===== src/hw/rtl/rati_pkg.sv =====
package rati_pkg;

    // Breakpoint store and cosine table sizes
    localparam int MAX_POINTS      = 16;
    localparam int SLOT_W          = 4;
    localparam int CNT_W           = 5;
    localparam int COS_TABLE_DEPTH = 256;
    localparam int COS_IDX_W       = $clog2(COS_TABLE_DEPTH + 1);

    // Field widths
    localparam int RAD_W  = 24;
    localparam int ANG_W  = 16;
    localparam int TEMP_W = 24;

    // Divider: 42-bit dividend, two quotient bits per cycle
    localparam int DIVD_W    = 42;
    localparam int DIVS_W    = 18;
    localparam int DIV_STEPS = DIVD_W / 2;
    localparam int DIVC_W    = $clog2(DIV_STEPS + 1);

    // Configuration register indexes
    localparam logic [2:0] REG_RIM_MODE     = 3'd0;
    localparam logic [2:0] REG_OUTER_RADIUS = 3'd1;
    localparam logic [2:0] REG_RIM_WIDTH    = 3'd2;
    localparam logic [2:0] REG_PEAK_TEMP    = 3'd3;
    localparam logic [2:0] REG_FLOOR_TEMP   = 3'd4;
    localparam logic [2:0] REG_PEAK_ANGLE   = 3'd5;
    localparam logic [2:0] REG_POINT_COUNT  = 3'd6;

    // Input function codes
    localparam logic FUNC_EVAL  = 1'b0;
    localparam logic FUNC_WRITE = 1'b1;

    // Profile modes
    localparam logic MODE_SINE  = 1'b0;
    localparam logic MODE_POINT = 1'b1;

    // Item kind after classification
    typedef enum logic [1:0] {
        K_WRITE,
        K_OUTSIDE,
        K_SINE,
        K_POINT
    } t_kind;

    typedef struct packed {
        t_kind               kind;
        logic [ANG_W-1:0]    angle;
        logic [SLOT_W-1:0]   slot;
        logic [ANG_W-1:0]    pangle;
        logic [TEMP_W-1:0]   ptemp;
    } t_item;

    // Settings the back end uses
    typedef struct packed {
        logic [TEMP_W-1:0] peak_temp;
        logic [TEMP_W-1:0] floor_temp;
        logic [ANG_W-1:0]  peak_angle;
        logic [CNT_W-1:0]  point_count;
    } t_back_cfg;

    typedef enum logic [3:0] {
        S_IDLE,
        S_SIN_LOOK,
        S_SIN_MUL,
        S_SIN_SUM,
        S_PT_FIRST,
        S_PT_SCAN,
        S_PT_WRAP,
        S_PT_MUL,
        S_PT_VAL,
        S_PT_DIV,
        S_PT_FIX,
        S_DONE
    } t_state;

    // Quarter-wave cosine table, Q16, built at elaboration from a Taylor series
    typedef logic [16:0] t_cos_tab [0:COS_TABLE_DEPTH];

    localparam longint unsigned HALF_PI_Q30 = 64'd1686629713;
    localparam longint          ONE_Q30     = 64'sd1073741824;
    localparam longint unsigned TAYLOR_DIV [1:8] = '{2, 12, 30, 56, 90, 132, 182, 240};

    function automatic t_cos_tab f_build_cos();
        t_cos_tab          tab;
        longint unsigned   x;
        longint unsigned   x2;
        longint unsigned   term;
        longint            sum;
        longint unsigned   v;
        for (int k = 0; k <= COS_TABLE_DEPTH; k++) begin
            x    = (longint'(k) * HALF_PI_Q30) / COS_TABLE_DEPTH;
            x2   = (x * x) >> 30;
            term = ONE_Q30;
            sum  = ONE_Q30;
            for (int n = 1; n <= 8; n++) begin
                term = ((term * x2) >> 30) / TAYLOR_DIV[n];
                if (n % 2 == 1) begin
                    sum = sum - longint'(term);
                end else begin
                    sum = sum + longint'(term);
                end
            end
            if (sum < 0) begin
                sum = 0;
            end
            v = (longint'(sum) + 8192) >> 14;
            if (v > 65536) begin
                v = 65536;
            end
            tab[k] = v[16:0];
        end
        return tab;
    endfunction

    localparam t_cos_tab COS_Q16 = f_build_cos();

endpackage


===== src/hw/rtl/rati_front.sv =====
module rati_front (
    input  logic                              i_clk,
    input  logic                              i_rst_n,
    input  logic                              i_valid,
    output logic                              o_ready,
    input  logic                              i_func,
    input  logic [rati_pkg::RAD_W-1:0]        i_radius,
    input  logic [rati_pkg::ANG_W-1:0]        i_angle,
    input  logic [rati_pkg::SLOT_W-1:0]       i_point_slot,
    input  logic [rati_pkg::ANG_W-1:0]        i_point_angle,
    input  logic [rati_pkg::TEMP_W-1:0]       i_point_temp,
    input  logic                              i_rim_mode,
    input  logic [rati_pkg::RAD_W-1:0]        i_outer_radius,
    input  logic [rati_pkg::RAD_W-1:0]        i_rim_width,
    output logic                              o_push,
    output rati_pkg::t_item                   o_item,
    input  logic                              i_full
);

    logic signed [rati_pkg::RAD_W+1:0] w_inner;
    logic signed [rati_pkg::RAD_W+1:0] w_rad;
    logic                              w_in_rim;

    // Radial band check, inner bound may go below zero
    always_comb begin
        w_inner  = $signed({2'b00, i_outer_radius}) - $signed({2'b00, i_rim_width});
        w_rad    = $signed({2'b00, i_radius});
        w_in_rim = (w_rad >= w_inner) && (i_radius <= i_outer_radius);
    end

    // Classify the transaction
    always_comb begin
        o_item.angle  = i_angle;
        o_item.slot   = i_point_slot;
        o_item.pangle = i_point_angle;
        o_item.ptemp  = i_point_temp;
        priority if (i_func == rati_pkg::FUNC_WRITE) begin
            o_item.kind = rati_pkg::K_WRITE;
        end else if (!w_in_rim) begin
            o_item.kind = rati_pkg::K_OUTSIDE;
        end else if (i_rim_mode == rati_pkg::MODE_SINE) begin
            o_item.kind = rati_pkg::K_SINE;
        end else begin
            o_item.kind = rati_pkg::K_POINT;
        end
    end

    assign o_ready = !i_full;
    assign o_push  = i_valid && !i_full;

    // A push never lands on a full queue
    a_no_push_full: assert property (@(posedge i_clk) disable iff (!i_rst_n)
        o_push |-> !i_full) else $error("push into full queue");

    // Writes are never classified by radius
    a_write_kind: assert property (@(posedge i_clk) disable iff (!i_rst_n)
        (o_push && i_func == rati_pkg::FUNC_WRITE) |-> o_item.kind == rati_pkg::K_WRITE)
        else $error("write misclassified");

    // Out-of-band evaluates never go to a profile unit
    a_out_kind: assert property (@(posedge i_clk) disable iff (!i_rst_n)
        (o_push && i_func == rati_pkg::FUNC_EVAL && i_radius > i_outer_radius)
        |-> o_item.kind == rati_pkg::K_OUTSIDE) else $error("outside radius misclassified");

endmodule


===== config.mk =====
export PLATFORM = sky130hd
export DESIGN_NAME = rati_front
export DESIGN_NICKNAME = d
export VERILOG_FILES = /design/src/hw/rtl/rati_pkg.sv /design/src/hw/rtl/rati_front.sv
export SDC_FILE = /design/constraint.sdc
export NUM_CORES = 1
export LEC_CHECK = 0
export BUFFER_PORTS_ARGS = -buffer_cell sky130_fd_sc_hd__buf_2
export CAP_MARGIN = 15
export CORE_MARGIN = 2
export CORE_UTILIZATION = 48
export DETAILED_ROUTE_END_ITERATION = 7
export GPL_TIMING_DRIVEN = 0
export PLACE_DENSITY = 0.91
export RECOVER_POWER = 25
export SLEW_MARGIN = 20
export SYNTH_ARGS = -nofsm -noshare
export SYNTH_HDL_FRONTEND = slang
export SYNTH_SLANG_ARGS = --single-unit

===== constraint.sdc =====
create_clock -name vclk -period 8
set_input_delay 0.4 -clock vclk [all_inputs]
set_output_delay 0.4 -clock vclk [all_outputs]
set_load 0.05 [all_outputs]

==> results.yml <==
drt:
  drc: 0
  wl_um: 7642
  via_count: 3193
  via_per_inst: 5.260
  routedWlPerCell_um: 12.59
  ant_nets: 0
  drt_iter0_markers: 105
  drtPass1Iterations: 4
final_layout:
  fin_nets: 745
  fin_util: 0.6293
  nFillCells: 556
  ff_latch_area_um2: 0
  diodes: 0
  syn_to_final_growth_pct: 26.24
  multi_input_area_um2: 2276
  flops_and_latches: 0
  drive_gt1_frac: 0.3722
  n_clock_buffer: 0
worst_hold_path:
  worstHoldEndpoint: "o_item[3]"
  hold_class: "primary input to primary output"
  hp-start: "i_point_temp[3]"
  hold_depth: 2
cts:
  cts_hold_buf: 0
  ctsResizeCount: 0
  post_cts_buffers: 0
timing:
  slew_violations: 0
  holdWs_ns: 1.102
  fin_setup_tns_ns: 0
  slew_headroom: 0.6028
  finalSetupViolations: 0
  finalHoldViolCount: 0
  fin_crit_ns: 4.973
  tightest_slew_ns: 0.5984
  fin_crit_sh: 0.6216
  grt_setup_unrepaired: "no"
  fmax_ghz: 0.2011
grt:
  grt-ovfl-total: 0
  grt_pass1_wl_um: 12040
  grt_max_degree: 10
  grt_pass1_vias: 2983
  antenna_found_initial: 0
  track_usage: 0.2155
worst_setup_path:
  crit_path_frequent_cell: "a21oi_1"
  cp-end-kind: "primary output"
  required_ns: 7.60
  cpMaxStageDelayCell: "a221oi_2"
  cp_cell_sequence: "buf_2, inv_1, ha_1, inv_1, fa_1, a21oi_1, o2111ai_1, a221oi_2, o2bb2ai_2, a21oi_1, or2_4, xor2_1, ha_1, nand4_1, nor4_1, a21oi_1, o21ai_0, a211oi_1, a21oi_1, a221oi_2, buf_2"
  slowest_delay_ns: 0.45
  start_kind: "primary input"
  cp_max_fo: 3
  arrival_ns: 4.57
  crit_type: "primary input to primary output"
power_and_ir_drop:
  leakage_nw: 2.171
  p_per_area_nw_per_um2: 89.17
  vdd_drop_max_mv: 0.05302
yosys:
  syn_nets: 603
  post_synth.cell_area_avg_um2: 7.530
  synthDistinctLibCells: 48
  synthesis.area_um2: 2952
  ys_warn_count: 0
  synthCells: 392
  yosysSeqAreaShare: 0
placed_design:
  io_buffers: 140
  dpl.hpwl_um: 6961
  gp_congestion: 0.8937
die:
  die-area_um2: 6792
  start_util: 0.4985
  placementRows: 28
  die_h_um: 82.42
  fp.dieW_um: 82.42
  core_um2: 5921
  num_io_pins: 202
flow_run:
  cap_violations: 0
run_status:
  status: "finished clean"
power by group:
part	switching, mW	internal [mW]
clock network	0	0
logic	0.197	0.135
registers	0	0
total	0.197	0.135
Yosys cell counts (3+ instances only):
cell type	n	share of area
nand3_1	6	0.010
buf_4	60	0.15
a21oi_1	32	0.054
nor4_1	4	0.0085
xnor2_1	7	0.021
inv_1	57	0.072
o21ai_0	10	0.017
nand3b_1	3	0.0076
a21o_1	20	0.051
o21a_1	10	0.025
nand2_1	12	0.015
o31ai_1	3	0.0076
nor2_1	15	0.019
nor3_1	3	0.0051
a211oi_1	4	0.010
nor2b_1	7	0.015
ha_1	72	0.31
nand4_1	12	0.025
clkbuf_1	3	0.0038
xor2_1	11	0.033
o211ai_1	3	0.0076
worst max-delay path, delay by kind of cell:
kind	cells	cell delay, ns
AND/OR/NAND/NOR	3	0.41
AO/OA/AOI/OAI	10	2.26
buffers and inverters	4	0.49
adder cells (fa/ha/maj)	3	0.82
XOR/XNOR	1	0.16
per-stage QoR:
stage / cell area (µm²) / std cells / power (mW) / setup slack, ns
floorplan: 2952 / 392 / 0.2541 / 3.550
global placement: 3746 / 607 / 0.3199 / 3.155
detailed placement: 3746 / 607 / 0.3307 / 3.091
CTS: 3746 / 607 / 0.3324 / 3.072
global route: 3726 / 607 / 0.3676 / 2.778
finish: 3726 / 607 / 0.3323 / 3.027
metal layers:
metal,routed length (µm),global-route usage,vias to the layer above
met4,79,0.03000,0
met5,0,0,-
met2,3955,0.4452,172
li1,-,-,1619
met1,2994,0.2445,1394
met3,613,0.006522,8
placed cells by master (no fill, tap or decap), types with 3 or more instances in the layout:
master    netlist  routed
nand2_1        12      12
nand3b_1        3       3
nand3_1         6       6
a211oi_1        4       4
nor2b_1         7       7
nor2_1         15      15
o21ai_0        10      10
nor3_1          3       3
buf_2           0     124
inv_1          57      57
o21a_1         10      10
o211ai_1        3       3
nand4_1        12      12
a21oi_1        32      32
nor4_1          4       4
xnor2_1         7       7
xor2_1         11      11
ha_1           72      72
clkbuf_1        3      19
buf_4          60      60
o31ai_1         3       3
a21o_1         20      20
kinds of logic after synthesis:
family / share of synthesized area
buf+inv: 0.2289
fa+ha+maj: 0.3120
xor+xnor: 0.05341
compound gates: 0.2632
mux: 0.006783
simple gates: 0.1356
worst max path at each step:
stage	start	end	slack [ns]	depth (start not counted)
floorplan	i_outer_radius[0]	o_item[60]	3.55	18
global placement	i_outer_radius[0]	o_item[60]	3.15	21
detailed placement	i_outer_radius[0]	o_item[60]	3.09	21
CTS	i_outer_radius[0]	o_item[60]	3.07	21
global route	i_outer_radius[0]	o_item[60]	2.78	21
finish	i_outer_radius[0]	o_item[60]	3.03	21
area by class of cell:
class,instances,share of cell area
Buffer,63,0.1239
Tap cell,75,0.02518
Timing Repair Buffer,140,0.1827
Multi-Input combinational cell,272,0.6108
Inverter,57,0.05742
No activity file was read; power rests on OpenSTA's default activity.
