==> config.mk <==
export PLATFORM = sky130hd
export DESIGN_NAME = rati_queue
export DESIGN_NICKNAME = d
export VERILOG_FILES = /design/src/hw/rtl/rati_pkg.sv /design/src/hw/rtl/rati_queue.sv
export SDC_FILE = /design/constraint.sdc
export NUM_CORES = 1
export LEC_CHECK = 0
export BUFFER_PORTS_ARGS = -buffer_cell sky130_fd_sc_hd__buf_2
export CAP_MARGIN = 20
export CORE_MARGIN = 4
export CORE_UTILIZATION = 52
export DETAILED_ROUTE_END_ITERATION = 8
export PLACE_DENSITY_LB_ADDON = 0.05
export SKIP_CTS_REPAIR_TIMING = 1
export SLEW_MARGIN = 25
export SYNTH_ARGS = -nofsm -noshare
export SYNTH_HDL_FRONTEND = slang
export SYNTH_SLANG_ARGS = --single-unit
==> constraint.sdc <==
create_clock -name i_clk -period 4.9 [get_ports i_clk]
set_input_delay 0.245 -clock i_clk [delete_from_list [all_inputs] [get_ports i_clk]]
set_output_delay 0.245 -clock i_clk [all_outputs]
set_load 0.05 [all_outputs]
==> src/hw/rtl/rati_pkg.sv <==
package rati_pkg;

    // Breakpoint store and cosine table sizes
    localparam int MAX_POINTS      = 16;
    localparam int SLOT_W          = 4;
    localparam int CNT_W           = 5;
    localparam int COS_TABLE_DEPTH = 256;
    localparam int COS_IDX_W       = $clog2(COS_TABLE_DEPTH + 1);

    // Field widths
    localparam int RAD_W  = 24;
    localparam int ANG_W  = 16;
    localparam int TEMP_W = 24;

    // Divider: 42-bit dividend, two quotient bits per cycle
    localparam int DIVD_W    = 42;
    localparam int DIVS_W    = 18;
    localparam int DIV_STEPS = DIVD_W / 2;
    localparam int DIVC_W    = $clog2(DIV_STEPS + 1);

    // Configuration register indexes
    localparam logic [2:0] REG_RIM_MODE     = 3'd0;
    localparam logic [2:0] REG_OUTER_RADIUS = 3'd1;
    localparam logic [2:0] REG_RIM_WIDTH    = 3'd2;
    localparam logic [2:0] REG_PEAK_TEMP    = 3'd3;
    localparam logic [2:0] REG_FLOOR_TEMP   = 3'd4;
    localparam logic [2:0] REG_PEAK_ANGLE   = 3'd5;
    localparam logic [2:0] REG_POINT_COUNT  = 3'd6;

    // Input function codes
    localparam logic FUNC_EVAL  = 1'b0;
    localparam logic FUNC_WRITE = 1'b1;

    // Profile modes
    localparam logic MODE_SINE  = 1'b0;
    localparam logic MODE_POINT = 1'b1;

    // Item kind after classification
    typedef enum logic [1:0] {
        K_WRITE,
        K_OUTSIDE,
        K_SINE,
        K_POINT
    } t_kind;

    typedef struct packed {
        t_kind               kind;
        logic [ANG_W-1:0]    angle;
        logic [SLOT_W-1:0]   slot;
        logic [ANG_W-1:0]    pangle;
        logic [TEMP_W-1:0]   ptemp;
    } t_item;

    // Settings the back end uses
    typedef struct packed {
        logic [TEMP_W-1:0] peak_temp;
        logic [TEMP_W-1:0] floor_temp;
        logic [ANG_W-1:0]  peak_angle;
        logic [CNT_W-1:0]  point_count;
    } t_back_cfg;

    typedef enum logic [3:0] {
        S_IDLE,
        S_SIN_LOOK,
        S_SIN_MUL,
        S_SIN_SUM,
        S_PT_FIRST,
        S_PT_SCAN,
        S_PT_WRAP,
        S_PT_MUL,
        S_PT_VAL,
        S_PT_DIV,
        S_PT_FIX,
        S_DONE
    } t_state;

    // Quarter-wave cosine table, Q16, built at elaboration from a Taylor series
    typedef logic [16:0] t_cos_tab [0:COS_TABLE_DEPTH];

    localparam longint unsigned HALF_PI_Q30 = 64'd1686629713;
    localparam longint          ONE_Q30     = 64'sd1073741824;
    localparam longint unsigned TAYLOR_DIV [1:8] = '{2, 12, 30, 56, 90, 132, 182, 240};

    function automatic t_cos_tab f_build_cos();
        t_cos_tab          tab;
        longint unsigned   x;
        longint unsigned   x2;
        longint unsigned   term;
        longint            sum;
        longint unsigned   v;
        for (int k = 0; k <= COS_TABLE_DEPTH; k++) begin
            x    = (longint'(k) * HALF_PI_Q30) / COS_TABLE_DEPTH;
            x2   = (x * x) >> 30;
            term = ONE_Q30;
            sum  = ONE_Q30;
            for (int n = 1; n <= 8; n++) begin
                term = ((term * x2) >> 30) / TAYLOR_DIV[n];
                if (n % 2 == 1) begin
                    sum = sum - longint'(term);
                end else begin
                    sum = sum + longint'(term);
                end
            end
            if (sum < 0) begin
                sum = 0;
            end
            v = (longint'(sum) + 8192) >> 14;
            if (v > 65536) begin
                v = 65536;
            end
            tab[k] = v[16:0];
        end
        return tab;
    endfunction

    localparam t_cos_tab COS_Q16 = f_build_cos();

endpackage

==> src/hw/rtl/rati_queue.sv <==
module rati_queue (
    input  logic            i_clk,
    input  logic            i_rst_n,
    input  logic            i_push,
    input  rati_pkg::t_item i_item,
    output logic            o_full,
    input  logic            i_pop,
    output logic            o_valid,
    output rati_pkg::t_item o_item
);

    rati_pkg::t_item r_mem [0:1];
    logic            r_wr_ptr;
    logic            r_rd_ptr;
    logic [1:0]      r_count;

    // Entry storage
    always_ff @(posedge i_clk) begin
        if (i_push) begin
            r_mem[r_wr_ptr] <= i_item;
        end
    end

    // Pointers and fill level
    always_ff @(posedge i_clk) begin
        if (!i_rst_n) begin
            r_wr_ptr <= 1'b0;
            r_rd_ptr <= 1'b0;
            r_count  <= 2'd0;
        end else begin
            if (i_push) begin
                r_wr_ptr <= !r_wr_ptr;
            end
            if (i_pop) begin
                r_rd_ptr <= !r_rd_ptr;
            end
            r_count <= r_count + {1'b0, i_push} - {1'b0, i_pop};
        end
    end

    assign o_full  = (r_count == 2'd2);
    assign o_valid = (r_count != 2'd0);
    assign o_item  = r_mem[r_rd_ptr];

    a_no_underflow: assert property (@(posedge i_clk) disable iff (!i_rst_n)
        i_pop |-> o_valid) else $error("pop from empty queue");

    a_count_range: assert property (@(posedge i_clk) disable iff (!i_rst_n)
        r_count != 2'd3) else $error("queue count out of range");

    a_ptr_match: assert property (@(posedge i_clk) disable iff (!i_rst_n)
        (r_count == 2'd0 || r_count == 2'd2) |-> r_wr_ptr == r_rd_ptr)
        else $error("queue pointers disagree with count");

endmodule

==> key figures, run 1 <==
Logic synthesis
  • Distinct cells, synth: 14
  • Syn Nets: 282
  • Synth Flop Type: edfxtp_1
  • Synth warn: 0
  • Mapped Area: approximately 5000 um2
  • Synth area leaders: edfxtp_1 74%, mux2_4 18%, buf_12 2.4%, dfxtp_1 2.0%, and2_1 0.50%
  • Count leader, synth: edfxtp_1
  • Synth top area share: 0.744
  • Syn Inst Count: 214
  • Flops & latches, synth: 129
  • Mean Syn Cell Area: 23.4 um2
  • Register area share after synthesis: 0.764
  • Post-synth ARST share: 0
  • Post-synth EDFFs: 124
  • Leading area contributor after synthesis: edfxtp_1
  • Top cells by count, synth: 124 x edfxtp_1, 60 x mux2_4, 6 x buf_12

Die
  • Die Wd: between 100 and 150 um
  • I/O Pins: 130
  • Core area: approximately 9300 um2
  • Floorplan row count: 35
  • Die Ht: about 110 um
  • DIE AREA: 11300 um2
  • Initial Utilization: 0.539

STA
  • Worst-Margin Slew: between 0.9 and 1 ns
  • Post-route setup TNS: 0 ns
  • # setup viols final: 0
  • Min Clock Period, post-route: 2.39 ns
  • RSZ-0062 raised after global routing: false
  • Hold Vio Cnt, Final: 0
  • Final Skew: ~0.0055 ns
  • FMAX: 0.419 GHz
  • Max Slew Vio Count: 0
  • Tcrit/Tclk final: 0.487
  • Worst slew margin: 0.391

Setup path
  • CP startpoint kind: register
  • WP data required: between 4 and 5 ns
  • Critical Path AT: 2.14 ns
  • FF-to-FF End: r_mem[0][23]
  • RR Startpoint: r_wr_ptr
  • Critical path capture point type: output port
  • R2R setup slack: 2.93 ns
  • Crit path max fanout: 32
  • Worst setup path class: reg -> out
  • Worst R2R Path Depth: 2

Global routing
  • Antenna violations before repair: 0
  • Total track usage: 0.150
  • Global-route wire length before repair: 12800 um
  • Grt ovf: 0
  • Vias in the first global route: roughly 2500
  • Largest net degree at the start of global routing: 33

Detailed routing
  • Drt total wl: 8800 um
  • Initial drt markers: 87
  • Routed WL per cell: 15.7 um
  • First drt pass iteration count: 4
  • Residual DRC: 0
  • Antenna Nets Post-Route: 0
  • DR vias: 2622
  • Avg Vias per Cell: 4.67

Power and ir drop
  • Leak Pwr: 2.83 nW
  • Worst vdd ir: 0.259 mV
  • Pwr Density: 446 nW/um2

Run
  • Max-cap violations: 0

Clock network
  • Root buf cell: clkbuf_8
  • H-tree Lvls: 4
  • CTS tree: done
  • Clock Sinks: 129
  • Worst skew pair latency: 0.50 ns
  • Clk buf depth: 2
  • Clk slew on worst S/H paths: about 0.05 ns
  • Clock buffer count from CTS: 17

Cells and area
  • Final Non-Filler Cells: between 500 and 600
  • Share of layout cells above drive strength 1: 0.527
  • # nets final: 489
  • Ant diodes: 0
  • Area delta synth->final: 39.7%
  • Register area: approximately 3800 um2
  • Filler cell count: 592
  • Multi-input logic area: 1050 um2

Place
  • Placed cells: 468
  • Port Buf Inserts: 129
  • Dpl hpwl: roughly 5200 um
  • GP Congestion: roughly 0.65

Outcome
  • Outcome: complete, no violations

Worst hold path
  • Worst hold stages: 3
  • HP Start: i_pop
  • Worst hold path type: in -> reg
[metal layers]
layer | global-route usage | part of all wire | up-vias | wire (um)
met5 | 0 | 0 | - | 0
met4 | 0.0611 | 0.0081 | 0 | 71
met3 | 0.0668 | 0.057 | 7 | 506
met2 | 0.243 | 0.52 | 90 | 4540
met1 | 0.175 | 0.42 | 1268 | 3680
li1 | - | - | 1257 | -
[power by group]
group | internal, mW | switching, mW
Combinational | 0.193 | 0.306
Sequential | 1.28 | 0.0304
Clock | 0.877 | 0.440
Total | 2.35 | 0.776
[cell families (layout without fill, tap and decap cells)]
| logic type | count (synthesis) | after routing | synth area share |
|---|---|---|---|
| AOI/OAI and AO/OA | 1 | 1 | 0.00150 |
| adders and majority gates | 2 | 2 | 0.00500 |
| xor gates and xnor gates | 2 | 2 | 0.00625 |
| muxes | 62 | 62 | 0.184 |
| DFF | 129 | 129 | 0.764 |
| buffers and inverters | 9 | 228 | 0.0277 |
| and+or+nand+nor | 9 | 9 | 0.0112 |
[worst max-delay path, stage by stage, from the launching register on]
cell and delay [ns]:
dfxtp_4 0.74, buf_16 0.31, mux2_2 0.36, buf_2 0.21
[state kept, by name, summed over array words and instances (netlist names), named ones only]
name,flops
r_rd_ptr,1
r_wr_ptr,1
r_count,2
r_mem,124
[metrics by stage]
stage / utilization / total power, mW / hold WS [ns] / cell area, um2 / setup slack [ns]
2_1_floorplan: - / 1.71 / 0.344 / 5010 / 1.32
3_3_place_gp: 0.615 / 1.78 / 0.432 / 5710 / 2.84
3_5_place_dp: 0.618 / 1.79 / 0.436 / 5740 / 2.83
4_1_cts: 0.686 / 3.11 / -0.0988 / 6360 / 2.45
5_1_grt: 0.754 / 3.23 / 0.0761 / 7000 / 2.39
6_report: 0.754 / 3.12 / 0.0905 / 7000 / 2.51
[layout by cell type, fill, tap and decap left out, drive strengths merged]
cell         count
and2             4
xor2             1
clkinv           4
clkbuf          18
clkinvlp         2
ha               2
dlygate4sd3     63
inv              4
buf            132
dfxtp            5
nor2b            4
xnor3            1
bufinv           5
edfxtp         124
mux2            62
o21a             1
or2              1
[worst max-delay path by stage]
stage	startpoint	endpoint	slack, ns	depth (start not counted)
6_report	register	o_item[0]	2.51	3
5_1_grt	register	o_item[61]	2.39	3
4_1_cts	register	o_item[0]	2.45	3
3_5_place_dp	i_push	r_mem[0][30]	2.83	3
3_3_place_gp	i_push	r_mem[0][21]	2.84	3
2_1_floorplan	r_wr_ptr	r_mem[0][0]	1.32	1
[final cells by class]
class / count / area share
Sequential cell: 129 / 0.547
Timing Repair Buffer: 195 / 0.189
Multi-Input combinational cell: 76 / 0.150
Clock buffer: 18 / 0.0597
Clock inverter: 13 / 0.0300
Tap cell: 129 / 0.0231
Inverter: 2 / 0.00107
Power figures use the tool's default switching activity.
==> inputs of run 2 (changes only) <==
--- a/config.mk
+++ b/config.mk
@@ -8,7 +8,7 @@
 export BUFFER_PORTS_ARGS = -buffer_cell sky130_fd_sc_hd__buf_2
 export CAP_MARGIN = 20
 export CORE_MARGIN = 4
-export CORE_UTILIZATION = 52
+export CORE_UTILIZATION = 47
 export DETAILED_ROUTE_END_ITERATION = 8
 export PLACE_DENSITY_LB_ADDON = 0.05
 export SKIP_CTS_REPAIR_TIMING = 1
==> constraint.sdc (replaced) <==
create_clock -name i_clk -period 2 [get_ports i_clk]
set_input_delay 0.1 -clock i_clk [delete_from_list [all_inputs] [get_ports i_clk]]
set_output_delay 0.1 -clock i_clk [all_outputs]
set_load 0.05 [all_outputs]
==> key figures, run 2 (synthesis gave the netlist of run 1 again) <==
Cells and area
  • Regs by FF count: r_mem x124, r_count x2
  • Most frequent cells in the layout: 129 x buf_2, 124 x edfxtp_1, 66 x dlygate4sd3_1
  • Max reg flops: 124
  • Share of layout cells above drive strength 1: 0.526
  • Largest register by flop count: r_mem
  • Area delta synth->final: 40.9%
  • Finished Cell Area: between 7000 and 8000 um2
  • Ant diodes: 0
  • # nets final: between 400 and 500
  • Commonest non-fill, non-tap cell in the layout: buf_2

Die
  • I/O Pins: 130
  • Floorplan row count: 37
  • Initial Utilization: 0.483
  • Die Wd: between 100 and 150 um
  • Die Ht: around 110 um
  • Core area: 10400 um2
  • DIE AREA: about 12000 um2

Global routing
  • Vias in the first global route: 2528
  • Grt ovf: 0
  • Largest net degree at the start of global routing: 44
  • Global-route wire length before repair: about 13000 um
  • Antenna violations before repair: 0
  • Total track usage: 0.140

Power and ir drop
  • Leak Pwr: 2.85 nW
  • Worst vdd ir: 0.665 mV
  • Pwr Density: 1060 nW/um2

Setup path
  • R2R setup slack: 0.44 ns
  • Worst setup path class: reg -> out
  • CP startpoint kind: register
  • Critical path capture point type: output port
  • WP data required: 1.90 ns
  • Critical Path AT: 1.78 ns
  • Crit path max fanout: 21

Worst hold path
  • Worst hold path type: in -> reg

STA
  • # setup viols final: 0
  • Worst-Margin Slew: around 0.43 ns
  • Post-route setup TNS: 0 ns
  • Hold Vio Cnt, Final: 0
  • Min Clock Period, post-route: 1.88 ns
  • RSZ-0062 raised after global routing: false
  • Worst slew margin: 0.710
  • Max Slew Vio Count: 0
  • Final Skew: between 0.01 and 0.015 ns
  • Tcrit/Tclk final: 0.942
  • FMAX: 0.531 GHz

Detailed routing
  • Avg Vias per Cell: 4.60
  • DR vias: 2656
  • Drt total wl: 9070 um
  • First drt pass iteration count: 4
  • Antenna Nets Post-Route: 0
  • Initial drt markers: 86
  • Routed WL per cell: 15.7 um
  • Residual DRC: 0

Outcome
  • Outcome: complete, no violations

Place
  • Placed Area: 5790 um2
  • Dpl hpwl: 5560 um
  • GP Congestion: between 0.7 and 0.8
  • Port Buf Inserts: between 100 and 150

Clock network
  • Clock Sinks: ~130
  • Clk slew on worst S/H paths: ~0.06 ns
  • Clock buffer count from CTS: 17
  • Root buf cell: clkbuf_8
  • Worst skew pair latency: 0.50 ns
  • CTS tree: done
  • H-tree Lvls: 4
  • Clk buf depth: 2

Run
  • Max-cap violations: 0
run 2: cell types whose count changed in the layout (fill, tap and decap cells not counted), moves of 2 or more:
cell | previous run | this run
buf_12 | 0 | 3
clkinv_4 | 2 | 5
dlygate4sd3_1 | 63 | 66
inv_6 | 2 | 0
bufinv_16 | 5 | 3
run 2: power by group:
group	total, mW	internal (mW)	switching (mW)
registers	3.18	3.13	0.0539
logic	1.27	0.491	0.778
clock network	3.02	1.94	1.08
run 2: cell type report:
type | count | area [um2]
multi-input cells | 76 | 1050
well taps | 136 | 170
clock inverters | 12 | 161
flip-flops and latches | 129 | 3830
inverters | 2 | 7.51
fillers | 728 | 3320
repair buffers | 202 | 1400
clock buffers | 20 | 435
run 2: critical path, stage by stage, from the launching register on:
cell	delay, ns
dfxtp_4	0.48
buf_12	0.24
mux2_4	0.32
buf_2	0.21
run 2: final timing paths:
check / startpoint / endpoint / cells past startpoint
setup / recovery: register / o_item[34] / 3
hold / removal: i_item[22] / r_mem[0][22] / 2
setup reg to reg: r_wr_ptr / r_wr_ptr / 4
hold reg to reg: r_rd_ptr / r_rd_ptr / 2
run 2: metal layers:
layer / part of all wire / wire, um / vias up / global-route usage
met4: 0.0072 / 65 / 0 / 0.0535
met5: 0 / 0 / - / 0
met2: 0.50 / 4490 / 87 / 0.219
met3: 0.060 / 547 / 7 / 0.0579
li1: - / - / 1272 / -
met1: 0.44 / 3960 / 1290 / 0.175
run 2: per-stage QoR:
| stage | worst slack [ns] | power [mW] | utilization | hold WS (ns) | cells |
|---|---|---|---|---|---|
| 6_report | 0.116 | 7.47 | 0.680 | 0.315 | 577 |
| 5_1_grt | 0.0483 | 7.73 | 0.680 | 0.309 | 577 |
| 4_1_cts | 0.0243 | 7.45 | 0.616 | -0.252 | 511 |
| 3_5_place_dp | 0.583 | 4.41 | 0.559 | 0.291 | 479 |
| 3_3_place_gp | 0.598 | 4.39 | 0.559 | 0.288 | 479 |
| 2_1_floorplan | 0.318 | 4.17 | - | 0.199 | 214 |
==> inputs of run 3 (changes only) <==
==> constraint.sdc (replaced) <==
create_clock -name i_clk -period 2 [get_ports i_clk]
set_input_delay 0.1 -clock i_clk [delete_from_list [all_inputs] [get_ports i_clk]]
set_output_delay 0.1 -clock i_clk [all_outputs]
set_load 0.1 [all_outputs]
==> key figures, run 3 (synthesis gave the netlist of run 1 again) <==
Outcome
  • Outcome: complete, no violations

Run
  • Max-cap violations: 0

Detailed routing
  • First drt pass iteration count: 4
  • Drt total wl: 8810 um
  • Antenna Nets Post-Route: 0
  • Residual DRC: 0
  • Initial drt markers: approximately 110
  • DR vias: between 2000 and 3000
  • Routed WL per cell: 15.2 um
  • Avg Vias per Cell: 4.62

Die
  • I/O Pins: 130
  • Die Wd: 111 um
  • Die Ht: ~110 um
  • DIE AREA: 12400 um2
  • Floorplan row count: 37
  • Initial Utilization: 0.483
  • Core area: 10400 um2

Place
  • Port Buf Inserts: 129
  • GP Congestion: roughly 0.7
  • Dpl hpwl: 5560 um
  • Placed Area: 5820 um2

Setup path
  • Worst path max stage delay: 0.40 ns
  • Critical path buffers and inverters: 2
  • Crit-path slowest cell: dfxtp_4
  • Critical Path AT: 1.77 ns
  • Worst setup path class: reg -> out
  • Crit path max fanout: 10
  • CP Cell Sequence: buf_4 > mux2_4 > buf_2
  • CP startpoint kind: register
  • RR Startpoint: r_wr_ptr
  • Critical path capture point type: output port
  • CP top delay family: buffers and inverters
  • WP data required: 1.90 ns

Cells and area
  • Largest register by flop count: r_mem
  • Max reg flops: 124
  • # nets final: between 400 and 500
  • Share of layout cells above drive strength 1: 0.533
  • Finished Cell Area: slightly above 7000 um2
  • Multi-input logic area: approximately 1100 um2
  • Final core occ: 0.688
  • Ant diodes: 0
  • Register area: between 3000 and 4000 um2
  • Area delta synth->final: 42.4%
  • Most frequent cells in the layout: 129 x buf_2, 124 x edfxtp_1, 66 x dlygate4sd3_1
  • Filler cell count: 710
  • Commonest non-fill, non-tap cell in the layout: buf_2
  • Regs by FF count: r_mem x124, r_count x2

STA
  • Final Skew: 0.00993 ns
  • FMAX: about 0.54 GHz
  • Hold Vio Cnt, Final: 0
  • Worst slew margin: 0.659
  • Min Hold Slack: 0.314 ns
  • RSZ-0062 raised after global routing: false
  • # setup viols final: 0
  • Post-route setup TNS: 0 ns
  • Min Clock Period, post-route: 1.87 ns
  • Tcrit/Tclk final: 0.934
  • Max Slew Vio Count: 0
  • Worst-Margin Slew: 0.514 ns

Clock network
  • H-tree Lvls: 4
  • Clk buf depth: 2
  • Root buf cell: clkbuf_8
  • Clock buffer count from CTS: 17
  • CTS tree: done
  • Clk slew on worst S/H paths: 0.06 ns
  • Clock Sinks: between 100 and 150
  • Worst skew pair latency: 0.50 ns

Power and ir drop
  • Worst vdd ir: approximately 0.77 mV
  • Leak Pwr: between 2 and 3 nW
  • Final Power: 8.20 mW
  • Pwr Density: ~1200 nW/um2

Global routing
  • Total track usage: 0.138
  • Antenna violations before repair: 0
  • Grt ovf: 0
  • Vias in the first global route: 2503
  • Global-route wire length before repair: 12800 um
  • Largest net degree at the start of global routing: 44

Worst hold path
  • HP Start: i_item[2]
  • Worst hold path type: in -> reg
==> run 3: cell count changes in the layout (fill, tap and decap cells not counted), sizes merged <==
cell,change
clkinv,+1
clkinvlp,-1
clkbuf,-3
bufinv,+2
buf,+3
==> run 3: layout make-up <==
type,count,share of cell area
Multi-Input combinational cell,76,0.148
Timing Repair Buffer,205,0.202
Clock buffer,17,0.0581
Clock inverter,14,0.0302
Inverter,2,0.00105
Tap cell,136,0.0239
Sequential cell,129,0.537
==> run 3: power by group <==
| group | total [mW] | internal, mW | leakage (nW) | switching (mW) |
|---|---|---|---|---|
| clock network | 3.21 | 2.14 | 0.304 | 1.08 |
| registers | 3.17 | 3.12 | 1.21 | 0.0450 |
| logic | 1.82 | 0.500 | 1.39 | 1.32 |
==> run 3: through the flow <==
step                worst slack, ns  cells
finish                        0.132    579
global route                 0.0462    579
floorplan                     0.202    214
CTS                         -0.0544    510
global placement              0.511    479
detailed placement            0.501    479
==> run 3: final timing paths <==
path / endpoint / slack, ns / cells after the start
max: o_item[25] / 0.13 / 3
min: r_mem[0][2] / 0.31 / 2
min reg2reg: register / 0.59 / 2
max reg2reg: r_wr_ptr / 0.42 / 4
==> run 3: routing by layer <==
| metal | GRT usage | vias up | routed length (um) |
|---|---|---|---|
| li1 | - | 1278 | - |
| met1 | 0.159 | 1312 | 3750 |
| met2 | 0.226 | 81 | 4440 |
| met3 | 0.0704 | 6 | 545 |
| met4 | 0.0414 | 0 | 70 |
| met5 | 0 | - | 0 |
